[src/design/ihex_pkg.sv]
`timescale 1ns / 1ps
package ihex_pkg;

   // result kinds
   localparam logic [1:0] KIND_DATA   = 2'd0;
   localparam logic [1:0] KIND_STATUS = 2'd1;
   localparam logic [1:0] KIND_FATAL  = 2'd2;

   // error codes
   localparam logic [2:0] ERR_NONE      = 3'd0;
   localparam logic [2:0] ERR_NO_COLON  = 3'd1;
   localparam logic [2:0] ERR_BAD_CHAR  = 3'd2;
   localparam logic [2:0] ERR_LENGTH    = 3'd3;
   localparam logic [2:0] ERR_SEG_TYPE  = 3'd4;
   localparam logic [2:0] ERR_BAD_ELAR  = 3'd5;
   localparam logic [2:0] ERR_BAD_TYPE  = 3'd6;

   // record types
   localparam logic [7:0] REC_DATA = 8'h00;
   localparam logic [7:0] REC_EOF  = 8'h01;
   localparam logic [7:0] REC_ESAR = 8'h02;
   localparam logic [7:0] REC_SSAR = 8'h03;
   localparam logic [7:0] REC_ELAR = 8'h04;
   localparam logic [7:0] REC_SLAR = 8'h05;

   // characters
   localparam logic [7:0] CHAR_COLON = 8'h3A;
   localparam logic [7:0] CHAR_CR    = 8'h0D;
   localparam logic [7:0] CHAR_LF    = 8'h0A;

   typedef struct packed {
      logic       valid;
      logic [3:0] value;
   } hex_digit_type;

   function automatic hex_digit_type hex_decode(input logic [7:0] c);
      hex_digit_type r;
      r.valid = 1'b1;
      r.value = 4'd0;
      if (c >= 8'h30 && c <= 8'h39) begin
         r.value = 4'(c - 8'h30);
      end else if (c >= 8'h61 && c <= 8'h66) begin
         r.value = 4'(c - 8'h57);
      end else if (c >= 8'h41 && c <= 8'h46) begin
         r.value = 4'(c - 8'h37);
      end else begin
         r.valid = 1'b0;
      end
      return r;
   endfunction

endpackage

[src/design/intel_hex_record_parser_unit.sv]
`timescale 1ns / 1ps
// Intel HEX record parser. Takes one character of hex file text per item and
// sustains one item per clock: all decoding for a character is done in one
// pass from the parser state into a single result register, so a character
// is accepted every cycle in which the result register is empty or its item
// is being taken. An accepted character's result is registered and presented
// in the cycle after it is accepted. A character yields at most one result: a data byte (record type 0,
// with its wrapped 16-bit address), a record status at CR or LF (length,
// checksum warning, type check, beyond-EOF warning), or a fatal error. After a
// fatal error, or a status with a nonzero error code, the parser swallows
// every character until reset; the consumer must drop that record's data
// bytes. Text after a CR is ignored up to and including the next LF. Lines
// longer than MAX_LINE_DIGITS hex digits stop counting there and are
// reported as a length error.
module intel_hex_record_parser_unit
   import ihex_pkg::*;
#(
   parameter int MAX_LINE_DIGITS = 1023
) (
   input  logic        clock,
   input  logic        reset,
   input  logic        req_valid,
   output logic        req_ready,
   input  logic [7:0]  req_char_in,
   output logic        rsp_valid,
   input  logic        rsp_ready,
   output logic [1:0]  rsp_kind,
   output logic [7:0]  rsp_data_byte,
   output logic [15:0] rsp_byte_address,
   output logic [7:0]  rsp_record_type,
   output logic [7:0]  rsp_record_length,
   output logic        rsp_checksum_bad,
   output logic        rsp_beyond_eof,
   output logic [2:0]  rsp_error_code
);

   // digit counter holds 0..MAX_LINE_DIGITS; $clog2(MAX_LINE_DIGITS + 1) bits, 10 by default
   localparam int CntW = $clog2(MAX_LINE_DIGITS + 1);

   typedef enum logic [1:0] {PH_COLON, PH_RECORD, PH_SKIP, PH_HALT} phase_type;

   phase_type         phase_ff, phase_in;
   logic [CntW-1:0]   digit_count_ff, digit_count_in;
   logic [3:0]        high_nibble_ff, high_nibble_in;
   logic [7:0]        length_ff, length_in;
   logic [15:0]       address_ff, address_in;
   logic [7:0]        type_ff, type_in;
   logic [7:0]        sum_ff, sum_in;
   logic [7:0]        checksum_ff, checksum_in;
   logic              ext_nonzero_ff, ext_nonzero_in;
   logic              eof_seen_ff, eof_seen_in;

   logic              rsp_valid_ff;
   logic [1:0]        kind_ff, kind_in;
   logic [7:0]        data_ff, data_in;
   logic [15:0]       baddr_ff, baddr_in;
   logic [7:0]        rtype_ff, rtype_in;
   logic [7:0]        rlen_ff, rlen_in;
   logic              cbad_ff, cbad_in;
   logic              beof_ff, beof_in;
   logic [2:0]        err_ff, err_in;

   logic              accept;
   logic              emit;
   hex_digit_type     hd;
   logic [7:0]        byte_val;
   logic [CntW-1:0]   byte_idx;      // byte position within the line
   logic [CntW-1:0]   ck_pos;        // position of the checksum byte
   logic [CntW-1:0]   want_digits;   // (length + 5) * 2
   logic              in_body;
   logic              len_ok;
   logic [2:0]        end_err;

   assign req_ready = !rsp_valid_ff || rsp_ready;
   assign accept    = req_valid && req_ready;
   assign hd        = hex_decode(req_char_in);

   assign byte_val    = {high_nibble_ff, hd.value};
   assign byte_idx    = CntW'(digit_count_ff[CntW-1:1]);
   assign ck_pos      = CntW'({1'b0, length_ff} + 9'd4);
   assign in_body     = byte_idx < ck_pos;
   assign want_digits = CntW'({({1'b0, length_ff} + 9'd5), 1'b0});
   assign len_ok      = want_digits == digit_count_ff;

   // record length and type check at line end
   always_comb begin
      end_err = ERR_NONE;
      if (!len_ok) begin
         end_err = ERR_LENGTH;
      end else begin
         case (type_ff)
            REC_DATA, REC_EOF:            end_err = ERR_NONE;
            REC_ESAR, REC_SSAR, REC_SLAR: end_err = ERR_SEG_TYPE;
            REC_ELAR: begin
               if (length_ff < 8'd2 || ext_nonzero_ff) end_err = ERR_BAD_ELAR;
            end
            default:                      end_err = ERR_BAD_TYPE;
         endcase
      end
   end

   always_comb begin
      phase_in       = phase_ff;
      digit_count_in = digit_count_ff;
      high_nibble_in = high_nibble_ff;
      length_in      = length_ff;
      address_in     = address_ff;
      type_in        = type_ff;
      sum_in         = sum_ff;
      checksum_in    = checksum_ff;
      ext_nonzero_in = ext_nonzero_ff;
      eof_seen_in    = eof_seen_ff;

      emit     = 1'b0;
      kind_in  = KIND_DATA;
      data_in  = 8'd0;
      baddr_in = 16'd0;
      rtype_in = 8'd0;
      rlen_in  = 8'd0;
      cbad_in  = 1'b0;
      beof_in  = eof_seen_ff;
      err_in   = ERR_NONE;

      if (accept) begin
         case (phase_ff)
            PH_HALT: ;
            PH_SKIP: begin
               if (req_char_in == CHAR_LF) phase_in = PH_COLON;
            end
            PH_COLON: begin
               if (req_char_in != CHAR_COLON) begin
                  emit     = 1'b1;
                  kind_in  = KIND_FATAL;
                  err_in   = ERR_NO_COLON;
                  phase_in = PH_HALT;
               end else begin
                  phase_in       = PH_RECORD;
                  digit_count_in = '0;
                  high_nibble_in = 4'd0;
                  length_in      = 8'd0;
                  address_in     = 16'd0;
                  type_in        = 8'd0;
                  sum_in         = 8'd0;
                  checksum_in    = 8'd0;
                  ext_nonzero_in = 1'b0;
               end
            end
            PH_RECORD: begin
               if (req_char_in == CHAR_CR || req_char_in == CHAR_LF) begin
                  emit     = 1'b1;
                  kind_in  = KIND_STATUS;
                  rtype_in = type_ff;
                  rlen_in  = length_ff;
                  cbad_in  = len_ok && ((8'd0 - sum_ff) != checksum_ff);
                  err_in   = end_err;
                  if (end_err == ERR_NONE && type_ff == REC_EOF) eof_seen_in = 1'b1;
                  if (end_err != ERR_NONE) phase_in = PH_HALT;
                  else if (req_char_in == CHAR_CR) phase_in = PH_SKIP;
                  else phase_in = PH_COLON;
               end else if (!hd.valid) begin
                  emit     = 1'b1;
                  kind_in  = KIND_FATAL;
                  err_in   = ERR_BAD_CHAR;
                  phase_in = PH_HALT;
               end else if (digit_count_ff < CntW'(MAX_LINE_DIGITS)) begin
                  digit_count_in = digit_count_ff + CntW'(1);
                  if (!digit_count_ff[0]) begin
                     high_nibble_in = hd.value;
                  end else begin
                     if (in_body) sum_in = sum_ff + byte_val;
                     if (byte_idx == CntW'(0)) begin
                        length_in = byte_val;
                     end else if (byte_idx == CntW'(1)) begin
                        address_in = {byte_val, address_ff[7:0]};
                     end else if (byte_idx == CntW'(2)) begin
                        address_in = {address_ff[15:8], byte_val};
                     end else if (byte_idx == CntW'(3)) begin
                        type_in = byte_val;
                     end else if (in_body) begin
                        if (type_ff == REC_ELAR && byte_idx < CntW'(6) && byte_val != 8'd0)
                           ext_nonzero_in = 1'b1;
                        if (type_ff == REC_DATA) begin
                           emit       = 1'b1;
                           kind_in    = KIND_DATA;
                           data_in    = byte_val;
                           baddr_in   = address_ff;
                           rlen_in    = length_ff;
                           address_in = address_ff + 16'd1;
                        end
                     end else if (byte_idx == ck_pos) begin
                        checksum_in = byte_val;
                     end
                  end
               end
            end
            default: ;
         endcase
      end
   end

   always_ff @(posedge clock) begin
      if (reset) begin
         phase_ff       <= PH_COLON;
         digit_count_ff <= '0;
         high_nibble_ff <= 4'd0;
         length_ff      <= 8'd0;
         address_ff     <= 16'd0;
         type_ff        <= 8'd0;
         sum_ff         <= 8'd0;
         checksum_ff    <= 8'd0;
         ext_nonzero_ff <= 1'b0;
         eof_seen_ff    <= 1'b0;
         rsp_valid_ff   <= 1'b0;
      end else begin
         phase_ff       <= phase_in;
         digit_count_ff <= digit_count_in;
         high_nibble_ff <= high_nibble_in;
         length_ff      <= length_in;
         address_ff     <= address_in;
         type_ff        <= type_in;
         sum_ff         <= sum_in;
         checksum_ff    <= checksum_in;
         ext_nonzero_ff <= ext_nonzero_in;
         eof_seen_ff    <= eof_seen_in;
         if (accept) rsp_valid_ff <= emit;
         else if (rsp_ready) rsp_valid_ff <= 1'b0;
         // result payload, no reset needed
         if (accept && emit) begin
            kind_ff  <= kind_in;
            data_ff  <= data_in;
            baddr_ff <= baddr_in;
            rtype_ff <= rtype_in;
            rlen_ff  <= rlen_in;
            cbad_ff  <= cbad_in;
            beof_ff  <= beof_in;
            err_ff   <= err_in;
         end
      end
   end

   assign rsp_valid         = rsp_valid_ff;
   assign rsp_kind          = kind_ff;
   assign rsp_data_byte     = data_ff;
   assign rsp_byte_address  = baddr_ff;
   assign rsp_record_type   = rtype_ff;
   assign rsp_record_length = rlen_ff;
   assign rsp_checksum_bad  = cbad_ff;
   assign rsp_beyond_eof    = beof_ff;
   assign rsp_error_code    = err_ff;

endmodule

[config.mk]
export PLATFORM = sky130hd
export DESIGN_NAME = intel_hex_record_parser_unit
export DESIGN_NICKNAME = d
export VERILOG_FILES = /design/src/design/ihex_pkg.sv /design/src/design/intel_hex_record_parser_unit.sv
export SDC_FILE = /design/constraint.sdc
export NUM_CORES = 1
export LEC_CHECK = 0
export ABC_AREA = 1
export ABC_CLOCK_PERIOD_IN_PS = 5700
export BUFFER_PORTS_ARGS = -buffer_cell sky130_fd_sc_hd__buf_4
export CAP_MARGIN = 30
export CORE_ASPECT_RATIO = 0.8
export CORE_MARGIN = 4
export CORE_UTILIZATION = 46
export DETAILED_ROUTE_END_ITERATION = 10
export HOLD_SLACK_MARGIN = 0.12
export PLACE_DENSITY = 0.71
export SLEW_MARGIN = 10
export SYNTH_ARGS = -nofsm -noshare
export SYNTH_HDL_FRONTEND = slang
export SYNTH_SLANG_ARGS = --single-unit
[constraint.sdc]
create_clock -name clock -period 5.7 [get_ports clock]
set_input_delay 0.855 -clock clock [delete_from_list [all_inputs] [get_ports clock]]
set_output_delay 0.855 -clock clock [all_outputs]
set_load 0.01 [all_outputs]
==> qor.yml, run 1 <==
dp_cells: 1156
cpPeakStageDelay_ns: 0.49
clk_pin_slew_ns: 0.05
cts_tree: "built"
clockBufferDepth: 2
endpoint_kind: "flip-flop"
gp_congestion: 0.9222
power_density_mw_per_mm2: 326.2
synth-compound-area-share_pct: 10.50
grt-ovfl-total: 0
routedWlPerCell_um: 15.59
cts_hold_buf: 0
crit_top_cell: "nand2_1"
drt_wl_total_um: 18520
pre_cts_slack_ns: 2.055
grt_pass1_vias: 5924
finalHoldViolCount: 0
max_freq_mhz: 299.0
area_delta_synth_final_pct: 18.49
antennaDiodeCount: 0
tns_ns: 0
drt_iter0_drc: 700
grt_max_degree: 47
ys.warnings.count: 0
synthMuxAreaShare_pct: 0
dr.pass1.iters: 5
status: "finished, final reports clean"
clkLatencyLatePin_ns: 0.42
syn_area_mm2: 0.006807
die_x_um: 144
synth_fa_ha_area_share_pct: 5.441
relSlewSlack_pct: 41.41
drc_errors: 0
crit_slowest_cell: "buf_4"
period_needed_ns: 3.344
synth-simple-area-share_pct: 31.14
path_cells: "nand2_1, nor2_1, nand2_1, xor2_1, ha_1, nand2_1, nor2_1, nand3b_1, nand3_1, nor3_1, o21ai_0, nor2_4, buf_4"
crit_fanout: 46
setup.worst_path.start_class: "flip-flop"
fin_worst_skew_ns: 0.009066
cpLargestDelayFamily: "simple AND/OR/NAND/NOR gates"
p_total_mw: 2.631
ios: 61
rows: 39
ys_seq_area_share_pct: 40.44
antenna_found_initial: 0
coreArea_mm2: 0.01440
ir_worst_vdd_mv: 0.2234
worst-path-buf-inv: 1
worst_pin_slew_ns: 0.8789
synth_cells: 926
fin_util_pct: 56.03
cp_data_required_time_ns: 5.76
crit_type: "reg2reg"
dp_hpwl_um: 13800
nets: 1032
grt_first_pass_wirelength_um: 29480
ant_nets: 0
syn_area_per_cell_um2: 7.350
drive_above_1_share_pct: 13.55
dr_total_vias: 6465
die_h_um: 116.8
start_util_pct: 47.28
vias_per_cell: 5.442
io_buffer_count: 60
arrival_ns: 3.40
synth-xor-area-share_pct: 3.989
final_cells: 1188
drv_cap: 0
gr-usage-all-layers_pct: 22.53
ys_ff_latch: 114
setup_viol: 0
drv_slew: 0
synthDistinctLibCells: 47
finalWorstSetupSlack_ns: 2.356
synth_top_family_by_area: "simple AND/OR/NAND/NOR gates"
rsz0062_at_grt: "false"
leakage_nw: 3.433
cts_setup_buffers: 0
cts_repair_resize_count: 0
syn_nets: 967
min_period_over_period_pct: 58.67
worstHoldPathType: "reg2reg"
cts.sinks: 114
htree_levels: 4
cts-root-buf: "clkbuf_16"
cts_buffers: 17
fp.dieArea_mm2: 0.01682
==> Yosys cell counts, drive strengths merged <==
cell	instances	area share (%)
a311oi	1	0.13
and3	2	0.18
nor3b	1	0.11
fa	1	0.29
o22ai	7	0.64
a221oi	1	0.13
nor3	33	2.6
buf	11	1.0
clkbuf	6	0.33
nor2	175	10
a21oi	50	3.8
o21bai	1	0.11
edfxtp	47	21
o21ai	59	4.4
o221ai	2	0.26
inv	129	7.2
dfxtp	67	20
xnor2	8	1.0
a31oi	2	0.18
a211oi	3	0.48
or2	1	0.092
o21a	1	0.11
nor4	2	0.18
a22oi	2	0.22
xor2	23	3.0
nand3b	2	0.22
nand2	182	10
nand3	54	4.6
ha	28	5.1
nand4	25	2.4
==> cells in the final DEF, fill, tap and decap left out, drive strengths merged, types with 8 or more instances in the layout <==
master    n
ha       28
inv     133
nor3     33
nor2    175
xor2     23
clkbuf   18
xnor2     8
nand2   182
buf      63
nand3    54
a21oi    50
dfxtp    67
o21ai    59
nand4    25
edfxtp   47
==> cell type report <==
type                    instances  area [µm²]
fillers                      1337        6330
multi-input cells             666        3483
flip-flops and latches        114        2753
inverters                     129       486.7
repair buffers                 63       473.0
clock buffers                  18       439.2
well taps                     184       230.2
clock inverters                14       200.2
==> layer usage <==
| layer | vias up | track usage (%) | share of wire [%] |
|---|---|---|---|
| met3 | 33 | 5.483 | 9.8 |
| met4 | 0 | 8.720 | 2.3 |
| li1 | 3171 | - | - |
| met1 | 2956 | 32.65 | 48 |
| met5 | - | 0 | 0 |
| met2 | 305 | 32.42 | 40 |
==> registers in the layout (all words and copies together) (netlist names) <==
signal	flops
rsp_byte_address	16
rsp_kind	2
length_ff	8
high_nibble_ff	4
address_ff	16
rsp_checksum_bad	1
type_ff	8
checksum_ff	8
sum_ff	8
digit_count_ff	10
rsp_data_byte	8
rsp_beyond_eof	1
rsp_record_length	8
rsp_error_code	3
rsp_record_type	8
beof_in	1
phase_ff	2
ext_nonzero_ff	1
rsp_valid	1
==> power breakdown <==
group / leakage [nW] / total (mW) / internal (mW) / switching [mW]
clock: 0.316 / 1.15 / 0.749 / 0.405
sequential: 0.991 / 0.976 / 0.920 / 0.0556
combinational: 2.13 / 0.501 / 0.156 / 0.344
total: 3.43 / 2.63 / 1.83 / 0.805
==> kinds of logic (layout without fill, tap and decap cells) <==
kind of cell | after synthesis | in the layout
fa+ha+maj | 29 | 29
xor+xnor | 31 | 31
compound gates | 129 | 129
buf+inv | 146 | 224
flops | 114 | 114
simple gates | 477 | 477
==> worst reg2reg max path, stage by stage (launching register included) <==
cell and delay, ns:
dfxtp_1 0.45, nand2_1 0.14, nor2_1 0.22, nand2_1 0.10
xor2_1 0.16, ha_1 0.30, nand2_1 0.08, nor2_1 0.06
nand3b_1 0.08, nand3_1 0.26, nor3_1 0.27, o21ai_0 0.18
nor2_4 0.13, buf_4 0.49
==> per-stage QoR <==
stage	hold WS (ns)	area, µm²
after detailed placement	0.4253	7426
after floorplan	0.4082	6807
after global routing	0.4428	8065
after global placement	0.4142	7426
final	0.4387	8065
after CTS	0.4369	8065
==> worst paths after layout <==
path                startpoint                   end  slack [ns]  cells past startpoint
hold / removal         beof_in        rsp_beyond_eof        0.44                      0
setup reg to reg  length_ff[4]  rsp_byte_address[10]        2.36                     13
setup / recovery  length_ff[4]  rsp_byte_address[10]        2.36                     13
hold reg to reg        beof_in        rsp_beyond_eof        0.44                      0
Power figures use the tool's default switching activity.
==> inputs of run 2 (changes only) <==
--- a/config.mk
+++ b/config.mk
@@ -6,7 +6,7 @@
 export NUM_CORES = 1
 export LEC_CHECK = 0
 export ABC_AREA = 1
-export ABC_CLOCK_PERIOD_IN_PS = 5700
+export ABC_CLOCK_PERIOD_IN_PS = 3200
 export BUFFER_PORTS_ARGS = -buffer_cell sky130_fd_sc_hd__buf_4
 export CAP_MARGIN = 30
 export CORE_ASPECT_RATIO = 0.8
==> constraint.sdc (replaced) <==
create_clock -name clock -period 3.2 [get_ports clock]
set_input_delay 0.48 -clock clock [delete_from_list [all_inputs] [get_ports clock]]
set_output_delay 0.48 -clock clock [all_outputs]
set_load 0.01 [all_outputs]
==> run 2 against run 1 <==
  * Flip-flop and latch count is the same
  * Largest cell class unchanged
  * Cell area increased by 0.98%
  * Critical path depth fell by 1
  * Critical path type unchanged
==> qor.yml, run 2 (synthesis results as in run 1) <==
cpPeakStageDelay_ns: 0.43  # -0.06 ns
endpoint_kind: "flip-flop"
routedWlPerCell_um: 15.41  # -1.1%
dp_hpwl_um: 13810  # +0.12%
clk_pin_slew_ns: 0.06  # about the same
drc_errors: 0  # unchanged
dr.pass1.iters: 6  # +1
io_buffer_count: 60  # unchanged
cts_tree: "built"
relSlewSlack_pct: 43.43  # +2.0 points
cts_buffers: 17  # unchanged
gp_congestion: 0.9463  # +2.6%
status: "finished, final reports clean"
drt_iter0_drc: 609  # -13%
crit_top_cell: "ha_1"
finalHoldWorstSlack_ns: 0.3888  # -0.04988 ns
crit_type: "reg2reg"
path_cells: "ha_1, inv_1, nor2_1, xor2_1, ha_1, a21oi_1, o21a_1, nand3_1, nor3_1, o21ai_0, nor2_4, buf_12"
fin_worst_skew_ns: 0.009470  # +0.0004041 ns
drt_wl_total_um: 18500  # -0.15%
period_needed_ns: 3.007  # -0.3373 ns
cpLargestDelayFamily: "simple AND/OR/NAND/NOR gates"
layout_common_cells: "nand2_1, nor2_1, inv_1"
htree_levels: 4  # unchanged
worst-path-buf-inv: 2  # +1
start_util_pct: 47.28  # unchanged
setup_viol: 0  # unchanged
clkLatencyLatePin_ns: 0.42  # about the same
ir_worst_vdd_mv: 0.3345  # +50%
drv_cap: 0  # unchanged
worstHoldPathType: "in2reg"
antennaDiodeCount: 0  # unchanged
tns_ns: 0  # unchanged
die_x_um: 144  # unchanged
clockBufferDepth: 2  # unchanged
dr_total_vias: 6440  # -0.39%
setup.worst_path.start_class: "flip-flop"
ant_nets: 0  # unchanged
antenna_found_initial: 0  # unchanged
cts_hold_buf: 0  # unchanged
cts.sinks: 114  # unchanged
nets: 1044  # +1.2%
worst_pin_slew_ns: 0.8420  # -0.03686 ns
rsz0062_at_grt: "false"
area_delta_synth_final_pct: 19.65
grt-ovfl-total: 0  # unchanged
min_period_over_period_pct: 93.96  # +35 points
arrival_ns: 3.10  # -0.30 ns
cts-root-buf: "clkbuf_16"
crit_fanout: 45  # -2.2%
finalHoldViolCount: 0  # unchanged
die_h_um: 116.8  # unchanged
fin_util_pct: 56.58  # +0.55 points
cp_data_required_time_ns: 3.30  # -2.46 ns
cts_setup_buffers: 0  # unchanged
drive_above_1_share_pct: 14.27  # +0.73 points
grt_pass1_vias: 6053  # +2.2%
crit_slowest_cell: "dfxtp_1"
max_freq_mhz: 332.6  # +11%
rows: 39  # unchanged
power_density_mw_per_mm2: 569.8  # +75%
grt_max_degree: 46  # -2.1%
cts_repair_resize_count: 0  # unchanged
gr-usage-all-layers_pct: 22.89  # +0.37 points
leakage_nw: 3.470  # +1.1%
fp.dieArea_mm2: 0.01682  # unchanged
vias_per_cell: 5.367  # -1.4%
grt_first_pass_wirelength_um: 30180  # +2.4%
ios: 61  # unchanged
drv_slew: 0  # unchanged
mostFrequentLayoutCell: "nand2_1"
coreArea_mm2: 0.01440  # unchanged
## run 2: cell count changes in the layout (fill, tap and decap cells not counted), sizes merged
cell | previous run | this run
buf | 63 | 75
clkinvlp | 0 | 3
clkinv | 6 | 4
inv | 133 | 131
clkbuf | 18 | 19
## run 2: metal layers
layer	track usage (%)	share of wire [%]	vias up
met5	0	0	-
li1	-	-	3189
met3	8.164	11	35
met2	32.95	41	280
met4	7.152	1.8	0
met1	32.27	47	2936
## run 2: power breakdown
group | total, mW | internal [mW] | switching, mW
Combinational | 0.914 | 0.294 | 0.620
Clock | 1.99 | 1.30 | 0.693
Sequential | 1.73 | 1.64 | 0.0940
Total | 4.64 | 3.23 | 1.41
## run 2: area by class of cell
| cell class | count | area, µm² |
|---|---|---|
| Multi-Input combinational cell | 666 | 3483 |
| Tap cell | 184 | 230.2 |
| Timing Repair Buffer | 75 | 575.6 |
| Clock inverter | 13 | 182.7 |
| Clock buffer | 19 | 432.9 |
| Inverter | 129 | 486.7 |
| Sequential cell | 114 | 2753 |
| Fill cell | 1306 | 6251 |
## run 2: worst paths after layout
check	from	end	slack, ns	cells past startpoint
max	length_ff[3]	rsp_kind[0]	0.19	12
min	rsp_ready	rsp_valid	0.39	4
max reg2reg	length_ff[3]	rsp_kind[0]	0.19	12
min reg2reg	beof_in	rsp_beyond_eof	0.45	0
## run 2: stage by stage
step                instance area (µm²)  worst slack, ns  instances  total power [mW]
floorplan                          6814           0.1847        926             2.351
global placement                   7528           0.3201       1168             2.632
detailed placement                 7528           0.2103       1168             2.649
CTS                                8144           0.2105       1200             4.635
global route                       8144          0.02446       1200             4.841
finish                             8144           0.1932       1200             4.640
## run 2: worst reg2reg max path, stage by stage (launching register included)
cell,delay [ns]
dfxtp_1,0.43
ha_1,0.25
inv_1,0.07
nor2_1,0.13
xor2_1,0.17
ha_1,0.26
a21oi_1,0.14
o21a_1,0.12
nand3_1,0.17
nor3_1,0.24
o21ai_0,0.20
nor2_4,0.19
buf_12,0.24
